`config.mk`:
```
export PLATFORM = sky130hd
export DESIGN_NAME = smbe_alu
export DESIGN_NICKNAME = d
export VERILOG_FILES = /design/src/rtl/smbe_pkg.sv /design/src/rtl/smbe_alu.sv
export SDC_FILE = /design/constraint.sdc
export NUM_CORES = 1
export LEC_CHECK = 0
export ABC_AREA = 1
export BUFFER_PORTS_ARGS = -buffer_cell sky130_fd_sc_hd__buf_2
export CORE_UTILIZATION = 50
export DETAILED_ROUTE_END_ITERATION = 10
export PLACE_DENSITY = 0.67
export SYNTH_ARGS = -nofsm -noshare
export SYNTH_HDL_FRONTEND = slang
export SYNTH_SLANG_ARGS = --single-unit
```
`constraint.sdc`:
```
create_clock -name clock -period 8.78 [get_ports clock]
set_input_delay 0.439 -clock clock [delete_from_list [all_inputs] [get_ports clock]]
set_output_delay 0.439 -clock clock [all_outputs]
set_load 0.01 [all_outputs]
```
`src/rtl/smbe_pkg.sv`:
```
// Shared types and constants for the stack machine bytecode executor.
`default_nettype none

package smbe_pkg;

   localparam int WORD_BITS_DEF   = 64;
   localparam int STACK_DEPTH_DEF = 1024;
   localparam int DEPTH_OUT_BITS  = 11;

   localparam logic [7:0] OP_STOP  = 8'h00;
   localparam logic [7:0] OP_ADD   = 8'h01;
   localparam logic [7:0] OP_MUL   = 8'h02;
   localparam logic [7:0] OP_SUB   = 8'h03;
   localparam logic [7:0] OP_DIV   = 8'h04;
   localparam logic [7:0] OP_MOD   = 8'h05;
   localparam logic [7:0] OP_PUSH1 = 8'h60;

   typedef enum logic [2:0] {
      ST_OK        = 3'd0,
      ST_STOPPED   = 3'd1,
      ST_UNDERFLOW = 3'd2,
      ST_OVERFLOW  = 3'd3,
      ST_BADOP     = 3'd4,
      ST_TRUNC     = 3'd5
   } status_type;

   typedef enum logic [2:0] {
      ALU_ADD,
      ALU_SUB,
      ALU_MUL,
      ALU_DIV,
      ALU_MOD
   } alu_op_type;

   typedef struct packed {
      logic       start;
      alu_op_type op;
   } alu_req_type;

   typedef enum logic [2:0] {
      SEQ_IDLE,
      SEQ_DECODE,
      SEQ_READ,
      SEQ_WAIT,
      SEQ_WRITE
   } seq_state_type;

endpackage

`default_nettype wire

```
`src/rtl/smbe_alu.sv`:
```
// Shared arithmetic unit: add/sub, bit-serial multiply and restoring divide.
`default_nettype none

module smbe_alu #(
   parameter int WORD_BITS = smbe_pkg::WORD_BITS_DEF
) (
   input  logic                  clock,
   input  logic                  reset,
   input  smbe_pkg::alu_req_type alu_req,
   input  logic [WORD_BITS-1:0]  opnd_a,
   input  logic [WORD_BITS-1:0]  opnd_b,
   output logic                  alu_done,
   output logic [WORD_BITS-1:0]  alu_result
);
   import smbe_pkg::*;

   localparam int CNT_BITS = $clog2(WORD_BITS);

   logic                 busy_ff;
   logic                 done_ff;
   alu_op_type           op_ff;
   logic [CNT_BITS-1:0]  count_ff;
   logic [WORD_BITS-1:0] acc_ff;
   logic [WORD_BITS-1:0] opd_ff;
   logic [WORD_BITS-1:0] mcand_ff;

   logic [WORD_BITS:0]   add_x;
   logic [WORD_BITS:0]   add_y;
   logic                 add_sub;
   logic [WORD_BITS+1:0] add_sum;
   logic [WORD_BITS:0]   rem_sh;
   logic                 rem_ge;
   logic                 start_ok;

   assign start_ok = alu_req.start && !busy_ff;
   assign rem_sh   = {acc_ff, opd_ff[WORD_BITS-1]};

   // single adder shared by every operation
   always_comb begin
      add_x   = {1'b0, opnd_a};
      add_y   = {1'b0, opnd_b};
      add_sub = (alu_req.op == ALU_SUB);
      if (busy_ff) begin
         if (op_ff == ALU_MUL) begin
            add_x   = {1'b0, acc_ff};
            add_y   = {1'b0, mcand_ff};
            add_sub = 1'b0;
         end else begin
            add_x   = rem_sh;
            add_y   = {1'b0, mcand_ff};
            add_sub = 1'b1;
         end
      end
   end

   assign add_sum = {1'b0, add_x} + {1'b0, (add_sub ? ~add_y : add_y)}
                    + (WORD_BITS+2)'(add_sub);
   // carry out of the subtract means no borrow
   assign rem_ge  = add_sum[WORD_BITS+1];

   always_ff @(posedge clock) begin
      if (reset) begin
         busy_ff  <= 1'b0;
         done_ff  <= 1'b0;
         count_ff <= '0;
      end else begin
         done_ff <= 1'b0;
         if (start_ok) begin
            case (alu_req.op)
               ALU_ADD, ALU_SUB: begin
                  done_ff <= 1'b1;
               end
               default: begin
                  busy_ff  <= 1'b1;
                  count_ff <= CNT_BITS'(WORD_BITS - 1);
               end
            endcase
         end else if (busy_ff) begin
            count_ff <= count_ff - CNT_BITS'(1);
            if (count_ff == '0) begin
               busy_ff <= 1'b0;
               done_ff <= 1'b1;
            end
         end
      end
   end

   always_ff @(posedge clock) begin
      if (start_ok) begin
         op_ff <= alu_req.op;
         case (alu_req.op)
            ALU_ADD, ALU_SUB: begin
               acc_ff <= add_sum[WORD_BITS-1:0];
            end
            ALU_MUL: begin
               acc_ff   <= '0;
               opd_ff   <= opnd_b;
               mcand_ff <= opnd_a;
            end
            default: begin
               acc_ff   <= '0;
               opd_ff   <= opnd_a;
               mcand_ff <= opnd_b;
            end
         endcase
      end else if (busy_ff) begin
         if (op_ff == ALU_MUL) begin
            if (opd_ff[0]) begin
               acc_ff <= add_sum[WORD_BITS-1:0];
            end
            mcand_ff <= {mcand_ff[WORD_BITS-2:0], 1'b0};
            opd_ff   <= {1'b0, opd_ff[WORD_BITS-1:1]};
         end else begin
            acc_ff <= rem_ge ? add_sum[WORD_BITS-1:0] : rem_sh[WORD_BITS-1:0];
            opd_ff <= {opd_ff[WORD_BITS-2:0], rem_ge};
         end
      end
   end

   assign alu_done   = done_ff;
   assign alu_result = (op_ff == ALU_DIV) ? opd_ff : acc_ff;

endmodule

`default_nettype wire

```
[After elaboration in Yosys (flattened, before gate mapping)]
Index checks and enable logic that the tools add are counted.
Word-level totals
  flip-flop bits (word level): 203
  input bits: 134
  logic and storage cells: 59
Operators by class
  add/sub/neg operators: 3
  equal/unequal tests: 6
  muxes and demuxes: 32
  bitwise operators: 1
  reduce and logical (&&, ||, !) cells: 10
Operators by type and width (count)
  64-bit two-way mux: 14
  64-bit case mux with 2 select lines: 2
  65-bit two-way mux: 3
  65-bit by 65-bit adder with 66-bit output: 1
  66-bit by 1-bit adder with 66-bit output: 1
  65-bit inverter: 1
  6-bit two-way mux: 3
  1-bit two-way mux: 10
  3-bit by 2-bit == test with 1-bit output, second input constant: 3
  6-bit zero test: 1
  6-bit by 1-bit subtractor with 6-bit output, second input constant: 1
  2-bit AND reduction: 2
  2-bit nonzero test: 2
  3-bit by 1-bit == test with 1-bit output, second input constant: 1
  3-bit zero test: 1
  3-bit != test, second input constant: 1
  3-bit AND reduction: 1
  2-bit != test, second input constant: 1
  2-bit OR reduction: 1
  1-bit logical AND: 1
  1-bit zero test: 1

[Longest topological paths before layout]
Gate-level depths: netlist of the first run.
  depth after elaboration: 10
  mapped depth: 25
  depth with buffers taken out: 24

[Worst setup path before layout of the first run]
Ideal clock, no wire load.
  path type: register to register
  from: register busy_ff
  to: register acc_ff[0], enable pin
  library setup time: 0.507 ns
  data arrival time: 4.477 ns
  required time: 8.273 ns
  path slack: 3.796 ns
  stages on the path, launching flop included: 7
  path buffers: 4
  period minus slack after synthesis: 4.984 ns
  cell sequence: dfxtp_1 -> buf_4 -> clkbuf_1 -> clkbuf_1 -> clkbuf_1 -> nor2_1 -> a21oi_1
On the way
  longest elaborated chain between the ends: 4
  elaborated cells between the ends (all ways): 5
  classes of those cells: eq/ne (1); reduce/logical (4)
Ends and longest elaborated chain
  from (decl): line smbe_alu.sv:19  | logic busy_ff;
  from (signal assigned): line smbe_alu.sv:63  | busy_ff <= 1'b0;
  from (signal assigned): line smbe_alu.sv:74  | busy_ff <= 1'b1;
  from (signal assigned): line smbe_alu.sv:81  | busy_ff <= 1'b0;
  1-bit zero test: line smbe_alu.sv:35  | assign start_ok = alu_req.start && !busy_ff;
  1-bit logical AND: line smbe_alu.sv:35
  3-bit != test (no source line) / 2-bit nonzero test (equally long branches)
  2-bit AND reduction (no source line) (*)
  to (signal assigned): line smbe_alu.sv:93  | acc_ff <= add_sum[WORD_BITS-1:0];
  to (signal assigned): line smbe_alu.sv:109  | acc_ff <= add_sum[WORD_BITS-1:0];
  to (signal assigned): line smbe_alu.sv:114  | acc_ff <= rem_ge ? add_sum[WORD_BITS-1:0] : rem_sh[WORD_BITS-1:0];
  to (decl): line smbe_alu.sv:23  | logic [WORD_BITS-1:0] acc_ff;
Mark *: on every way between the ends. The rest lies on a longest branch, timed or not.
A chain may end at the register's enable or synchronous reset.

[Final worst setup path of the first run]
  from: register busy_ff
  to: register acc_ff[23] (data pin)
On the way
  longest elaborated chain between the ends: 9
  elaborated cells between the ends (all ways): 15
  classes of those cells: add/sub (2); mux (10); bitwise (1); reduce/logical (2)
Ends and longest elaborated chain
  64-bit two-way mux: line smbe_alu.sv:43  | if (busy_ff) begin
  65-bit inverter: line smbe_alu.sv:56  | assign add_sum = {1'b0, add_x} + {1'b0, (add_sub ? ~add_y : add_y)}
  65-bit two-way mux: line smbe_alu.sv:56
  65-bit by 65-bit adder with 66-bit output: line smbe_alu.sv:56
  66-bit by 1-bit adder with 66-bit output: line smbe_alu.sv:57  | + (WORD_BITS+2)'(add_sub);
  64-bit two-way mux (on tied branches): line smbe_alu.sv:114, smbe_alu.sv:108
  64-bit two-way mux: line smbe_alu.sv:107  | if (op_ff == ALU_MUL) begin
  64-bit two-way mux: line smbe_alu.sv:106  | end else if (busy_ff) begin
  64-bit two-way mux (*): line smbe_alu.sv:89  | if (start_ok) begin
Mark *: on every way between the ends. The rest lies on a longest branch, timed or not. The select of a mux whose other input is x is not followed.

==> impl_metrics.toml, run 1 <==
[logic_synthesis]
synth_nets = 2763
yosysSeqAreaShare_pct = 33.6
synth_seq_cells = 203
synth_edf_count = 195
ys.flop_type = "edfxtp_1"
synthesis.area_mm2 = 0.0179
syn-instance-count = 2563
yosysUniqueCellTypes = 52
async_flop_share_pct = 0
syn_area_per_cell_um2 = 6.98
synth_warnings = 0

[power_and_ir_drop]
p_leak_uw = 0.00836
power_density_mw_per_mm2 = 268
vdd_drop_max_mv = 0.190

[route]
via_count = 18500
ant_nets = 0
wl_um = 61400
drc = 0
drtIter0Drc = 1570
drt-pass1-iter-count = 7
detail_route.wl_per_cell_um = 19.5
via_per_inst = 5.88

[place]
hpwl_um = 44700
gp_congestion = 1.00
portBuffers = 198
place_inst = 3095

[min_path]
hold_depth = 1
min_to = "op_ff[1]$_DFFE_PP_"
min_from = "alu_req[1]"
hold_path_class = "in -> reg"

[floorplanning]
die_y_um = 191
std_cell_rows = 68
start_util_pct = 51.3
dieWidth_um = 191
io_pins = 199
dieArea_mm2 = 0.0365
core_area_mm2 = 0.0349

[grt]
grt_max_degree = 123
globalRouteOverflowTotal = 0
grtUsageMet3_pct = 4.17
grt.total_usage_pct = 33.1
busiest_layer = "met2"
grt_pass1_wl_um = 95700
use_met2_pct = 51.4
grt_antenna_before_repair = 0
grt_pass1_vias = 17500
met1_usage_pct = 48.8

[clock_network]
ctsResizeCount = 0
postCtsHoldBufs = 0
cts_tree = "done"
insertion_delay_ns = 0.57
cts.clk_slew.worst_paths_ns = 0.07
cts_max_path_buffers = 3
root_buffer = "clkbuf_16"
cts_buffers = 26
ctsHtreeMaxLevel = 1
clock-sinks = 203
post_cts_buffers = 0

[final_layout]
multi_input_area_mm2 = 0.0103
n_antenna_cell = 0
drive_above_1_share_pct = 11.4
num-nets-final = 2868
instances_no_fill = 3141
regArea_mm2 = 0.00602
area_growth_pct = 10.9
fillCellCount = 3442

[timing]
fin_setup_tns_ns = 0
hold_viol_final = 0
rsz0062_at_grt = "no"
drv_slew = 0
worst_slew_pin_slew_ns = 1.08
slew_headroom_pct = 27.7
finalClockSkew_ns = 0.0277
timing.fmax_ghz = 0.159
finalSetupViolCount = 0
fin_crit_sh_pct = 71.7
min_period_ns = 6.30

[critical_path]
end_kind = "flip-flop"
r2r_start = "busy_ff$_SDFFE_PP0P_"
r2r_slack_ns = 2.48
reg2reg_depth = 18
r2r_end = "acc_ff[23]$_DFFE_PP_"
path_max_fanout = 85
worstPathArrival_ns = 6.58
start_kind = "flip-flop"
crit_type = "reg -> reg"
critPathRequiredTime_ns = 9.06

[run]
max-cap-violations = 0

[outcome]
outcome = "completed"
registers in the layout, summed over array words and instances, names as in the netlist:
| name | count |
|---|---|
| op_ff | 3 |
| count_ff | 6 |
| opd_ff | 64 |
| busy_ff | 1 |
| alu_done | 1 |
| acc_ff | 64 |
| mcand_ff | 64 |
report_power, final:
part	internal [uW]	total (uW)	switching, uW
clock network	596	1030	437
logic	933	2730	1800
registers	1380	1550	171
total	2910	5310	2410
cells in the final DEF, fill, tap and decap left out, types with 7 or more instances in the layout:
master and n:
a31oi_1 9, o21ai_0 344, nor2_1 278, o21ai_1 21, buf_2 198, nor3_1 15, o21bai_1 11, ha_1 65
o22ai_1 99, xor2_1 20, nand2_2 8, a21oi_1 382, xnor2_1 90, inv_1 259, nand4_1 8, dfxtp_1 7
a21o_1 13, clkbuf_1 10, inv_2 7, nand3_1 54, edfxtp_1 195, nand2_1 459, clkbuf_16 27, buf_4 17
mux2_2 23
through the flow:
step           area, um^2  total power [uW]  util, %  hold WS, ns  setup slack (ns)
6_report            19800              5310     56.9       0.0757              2.48
5_1_grt             19800              5660     56.9       0.0727              2.13
4_1_cts             19800              5280     56.9       0.0598              2.54
3_5_place_dp        19100              4240     54.6        0.461              2.58
3_3_place_gp        19100              4210     54.6        0.453              2.78
2_1_floorplan       17900              3400        -        0.445              3.80
routing by layer:
layer / part of all wire (%) / routed length (um)
met1: 47 / 28700
met2: 44 / 26800
met3: 7.3 / 4510
met4: 2.2 / 1320
met5: 0 / 0
area by class of cell:
cell class / count / area share, %
clock buffers: 38 / 3.66
clock inverters: 8 / 0.296
inverters: 270 / 5.16
multi-input cells: 1952 / 52.0
flip-flops and latches: 203 / 30.3
well taps: 455 / 2.87
repair buffers: 215 / 5.64
synth_stat cells, types with 2 or more instances:
library cell    n  area, um^2
and3_1          2        12.5
inv_1         262         983
a21boi_0        3        22.5
o21ai_0       344        1720
nor3_2          2        20.0
nand3_4         2        35.0
a211oi_1        3        22.5
nand2_4         3        33.8
mux2_2         23         259
nor4_1          6        37.5
dfxtp_1         8         160
a31oi_1         9        56.3
ha_1           65         813
nand4_1         8        50.1
buf_4           4        30.0
o211ai_1        4        30.0
nand2_2         7        43.8
nand2_1       462        1730
nand3_1        54         270
a21oi_1       383        1920
nor2_1        278        1040
and2_1          2        12.5
o22ai_1        99         619
clkbuf_1      105         394
or2_2           2        12.5
buf_2          10        50.1
a21o_1         13        97.6
o21bai_1       11        82.6
nand3_2         3        30.0
o21ai_1        21         105
nand3b_1        6        45.0
xor2_1         20         175
nor3_1         16        80.1
xnor2_1        90         788
edfxtp_1      195        5860
inv_2           6        22.5
buf_6           3        33.8
buf_1          15        56.3
kinds of logic (layout without fill, tap and decap cells):
| logic type | Yosys count | count (layout) | share of synthesized area [%] |
|---|---|---|---|
| AO/OA/AOI/OAI | 899 | 899 | 26.6 |
| XOR/XNOR | 110 | 110 | 5.39 |
| adder cells (fa/ha/maj) | 66 | 66 | 4.66 |
| buffers and inverters | 408 | 531 | 8.86 |
| flip-flops | 203 | 203 | 33.6 |
| multiplexers | 23 | 23 | 1.45 |
| AND/OR/NAND/NOR | 854 | 854 | 19.5 |
critical path, cell delays in order (launching register included):
cell and delay (ns):
dfxtp_4 0.89, inv_4 0.13, nor2_8 0.51, inv_2 0.04, buf_4 0.32, nand2_4 0.84, xnor2_1 0.15, ha_1 0.39
a21oi_1 0.21, a21boi_0 0.34, o21ai_1 0.17, nand2_1 0.11, a21oi_1 0.08, nor3_2 0.29, nand3_4 0.44, nand2_4 0.51
inv_2 0.26, o21ai_0 0.16, o21ai_0 0.11
worst max path at each step:
stage	startpoint	endpoint	slack (ns)	cells past startpoint
floorplan	busy_ff$_SDFFE_PP0P_	acc_ff[0]$_DFFE_PP_	3.80	6
global placement	busy_ff$_SDFFE_PP0P_	acc_ff[23]$_DFFE_PP_	2.78	18
detailed placement	busy_ff$_SDFFE_PP0P_	acc_ff[23]$_DFFE_PP_	2.58	18
CTS	busy_ff$_SDFFE_PP0P_	acc_ff[23]$_DFFE_PP_	2.54	18
global route	busy_ff$_SDFFE_PP0P_	acc_ff[23]$_DFFE_PP_	2.13	18
finish	busy_ff$_SDFFE_PP0P_	acc_ff[23]$_DFFE_PP_	2.48	18
Power figures use the tool's default switching activity.
==> run 2: changes to the inputs <==
==> constraint.sdc (replaced) <==
create_clock -name clock -period 6.2 [get_ports clock]
set_input_delay 0.31 -clock clock [delete_from_list [all_inputs] [get_ports clock]]
set_output_delay 0.31 -clock clock [all_outputs]
set_load 0.01 [all_outputs]
==> impl_metrics.toml, run 2 (synthesis gave the netlist of run 1 again) <==
[critical_path]
r2r_start = "op_ff[0]$_DFFE_PP_"
start_kind = "flip-flop"
crit_chain = "inv_2 > nand3_4 > nor2_8 > inv_2 > nand2_4 > buf_12 > xnor2_1 > ha_1 > a21oi_1 > o21ai_0 > o21bai_1 > nand2_1 > nand2_1 > nor3_2 > nand2_4 > inv_1 > nand2_1 > nand3_1 > o21ai_0"
reg2reg_depth = 19
critPathRequiredTime_ns = 6.49
path_max_fanout = 53
crit_type = "reg -> reg"
critical_path.max_stage_delay_ns = 0.47
end_kind = "flip-flop"
slowest_stage = "nor2_8"
crit_top_cell = "nand2_1"
worstPathArrival_ns = 5.22
r2r_end = "acc_ff[30]$_DFFE_PP_"
r2r_slack_ns = 1.27

[route]
ant_nets = 0
drt-pass1-iter-count = 6
wl_um = 61700
detail_route.wl_per_cell_um = 19.6
via_per_inst = 5.92
via_count = 18700
drc = 0
drtIter0Drc = 1708

[clock_network]
cts_tree = "done"
ctsHtreeMaxLevel = 1
ctsResizeCount = 0
post_cts_buffers = 0
insertion_delay_ns = 0.58
cts_buffers = 26
cts.clk_slew.worst_paths_ns = 0.06
root_buffer = "clkbuf_16"
clock-sinks = 203
cts_max_path_buffers = 3
postCtsHoldBufs = 3

[grt]
globalRouteOverflowTotal = 0
busiest_layer = "met2"
grt_antenna_before_repair = 0
met1_usage_pct = 48.9
grt_pass1_vias = 17500
grt_pass1_wl_um = 95600
grt_max_degree = 198
use_met2_pct = 51.4
grtUsageMet3_pct = 3.67
grt.total_usage_pct = 33.2

[min_path]
min_to = "alu_done$_SDFF_PP0_"
hold_path_class = "in -> reg"
hold_depth = 2
min_from = "reset"

[floorplanning]
core_area_mm2 = 0.0349
start_util_pct = 51.3
dieArea_mm2 = 0.0365
dieWidth_um = 191
die_y_um = 191
std_cell_rows = 68
io_pins = 199

[place]
hpwl_um = 44800
gp_congestion = 0.994
portBuffers = 198
place_inst = 3100
place_worst_setup_slack_ns = 1.32

[final_layout]
n_antenna_cell = 0
area_growth_pct = 11.6
reg.largest.list = "acc_ff: 64 flops, mcand_ff: 64 flops, opd_ff: 64 flops"
layout_common_cells = "nand2_1 (459), a21oi_1 (382), o21ai_0 (344)"
layout_commonest_cell = "nand2_1"
instances_no_fill = 3151
drive_above_1_share_pct = 11.6
num-nets-final = 2876

[power_and_ir_drop]
power_uw = 7590
power_frac_clock_pct = 19.9
pwr-share-seq_pct = 28.9
intPower_uw = 4140
p_sw_uw = 3440
power_density_mw_per_mm2 = 380
vdd_drop_max_mv = 0.214
swShare_pct = 45.4
combPwrFrac_pct = 51.3
p_leak_uw = 0.00841

[run]
max-cap-violations = 0

[outcome]
outcome = "completed"

[timing]
hold_viol_final = 0
drv_slew = 0
fin_setup_tns_ns = 0
timing.fmax_ghz = 0.203
finalClockSkew_ns = 0.0402
setup_ws_ns = 1.27
rsz0062_at_grt = "no"
worst_slew_pin_slew_ns = 1.07
finalSetupViolCount = 0
hold_slack_ns = 0.0141
slew_headroom_pct = 28.4
fin_crit_sh_pct = 79.6
min_period_ns = 4.93
## run 2: area by class of cell
cell class                 count  area [um^2]
timing repair buffer         223         1210
clock buffer                  35          694
sequential                   203         6020
fill                        3482        14900
multi-input combinational   1952        10300
tap                          455          569
clock inverter                13          121
inverter                     270         1020
## run 2: critical path: cells and delay by family, from the launching register on
| family | cells | cell delay [ns] |
|---|---|---|
| AOI/OAI and AO/OA | 4 | 0.81 |
| adders and majority gates | 1 | 0.38 |
| and+or+nand+nor | 9 | 2.03 |
| DFF | 1 | 0.45 |
| buffers and inverters | 4 | 0.84 |
| xor gates and xnor gates | 1 | 0.10 |
## run 2: per-stage QoR
| stage | util (%) | cell area, um^2 |
|---|---|---|
| CTS | 57.2 | 20000 |
| finish | 57.2 | 20000 |
| detailed placement | 54.8 | 19100 |
| global placement | 54.8 | 19100 |
| global route | 57.2 | 20000 |
| floorplan | - | 17900 |
## run 2: worst max-delay path by stage
stage	from	end	slack [ns]	cells past startpoint
6_report	op_ff[0]$_DFFE_PP_	acc_ff[30]$_DFFE_PP_	1.27	19
5_1_grt	op_ff[0]$_DFFE_PP_	acc_ff[30]$_DFFE_PP_	0.92	19
4_1_cts	op_ff[0]$_DFFE_PP_	acc_ff[30]$_DFFE_PP_	1.31	19
3_5_place_dp	op_ff[0]$_DFFE_PP_	acc_ff[30]$_DFFE_PP_	1.32	19
3_3_place_gp	op_ff[0]$_DFFE_PP_	acc_ff[30]$_DFFE_PP_	1.45	19
2_1_floorplan	busy_ff$_SDFFE_PP0P_	acc_ff[0]$_DFFE_PP_	1.22	6
## run 2: metal layers
metal	part of all wire, %	wire length, um
met1	46	28400
met2	43	26800
met3	8.5	5250
met4	2.0	1260
met5	0	0
## run 2: power by group through the flow
stage	logic, uW	clock network [uW]	registers [uW]
final	3890	1510	2190
after global routing	4290	1560	2230
after CTS	3850	1520	2180
after detailed placement	3830	0	2200
after global placement	3780	0	2200
after floorplan	2690	0	2120
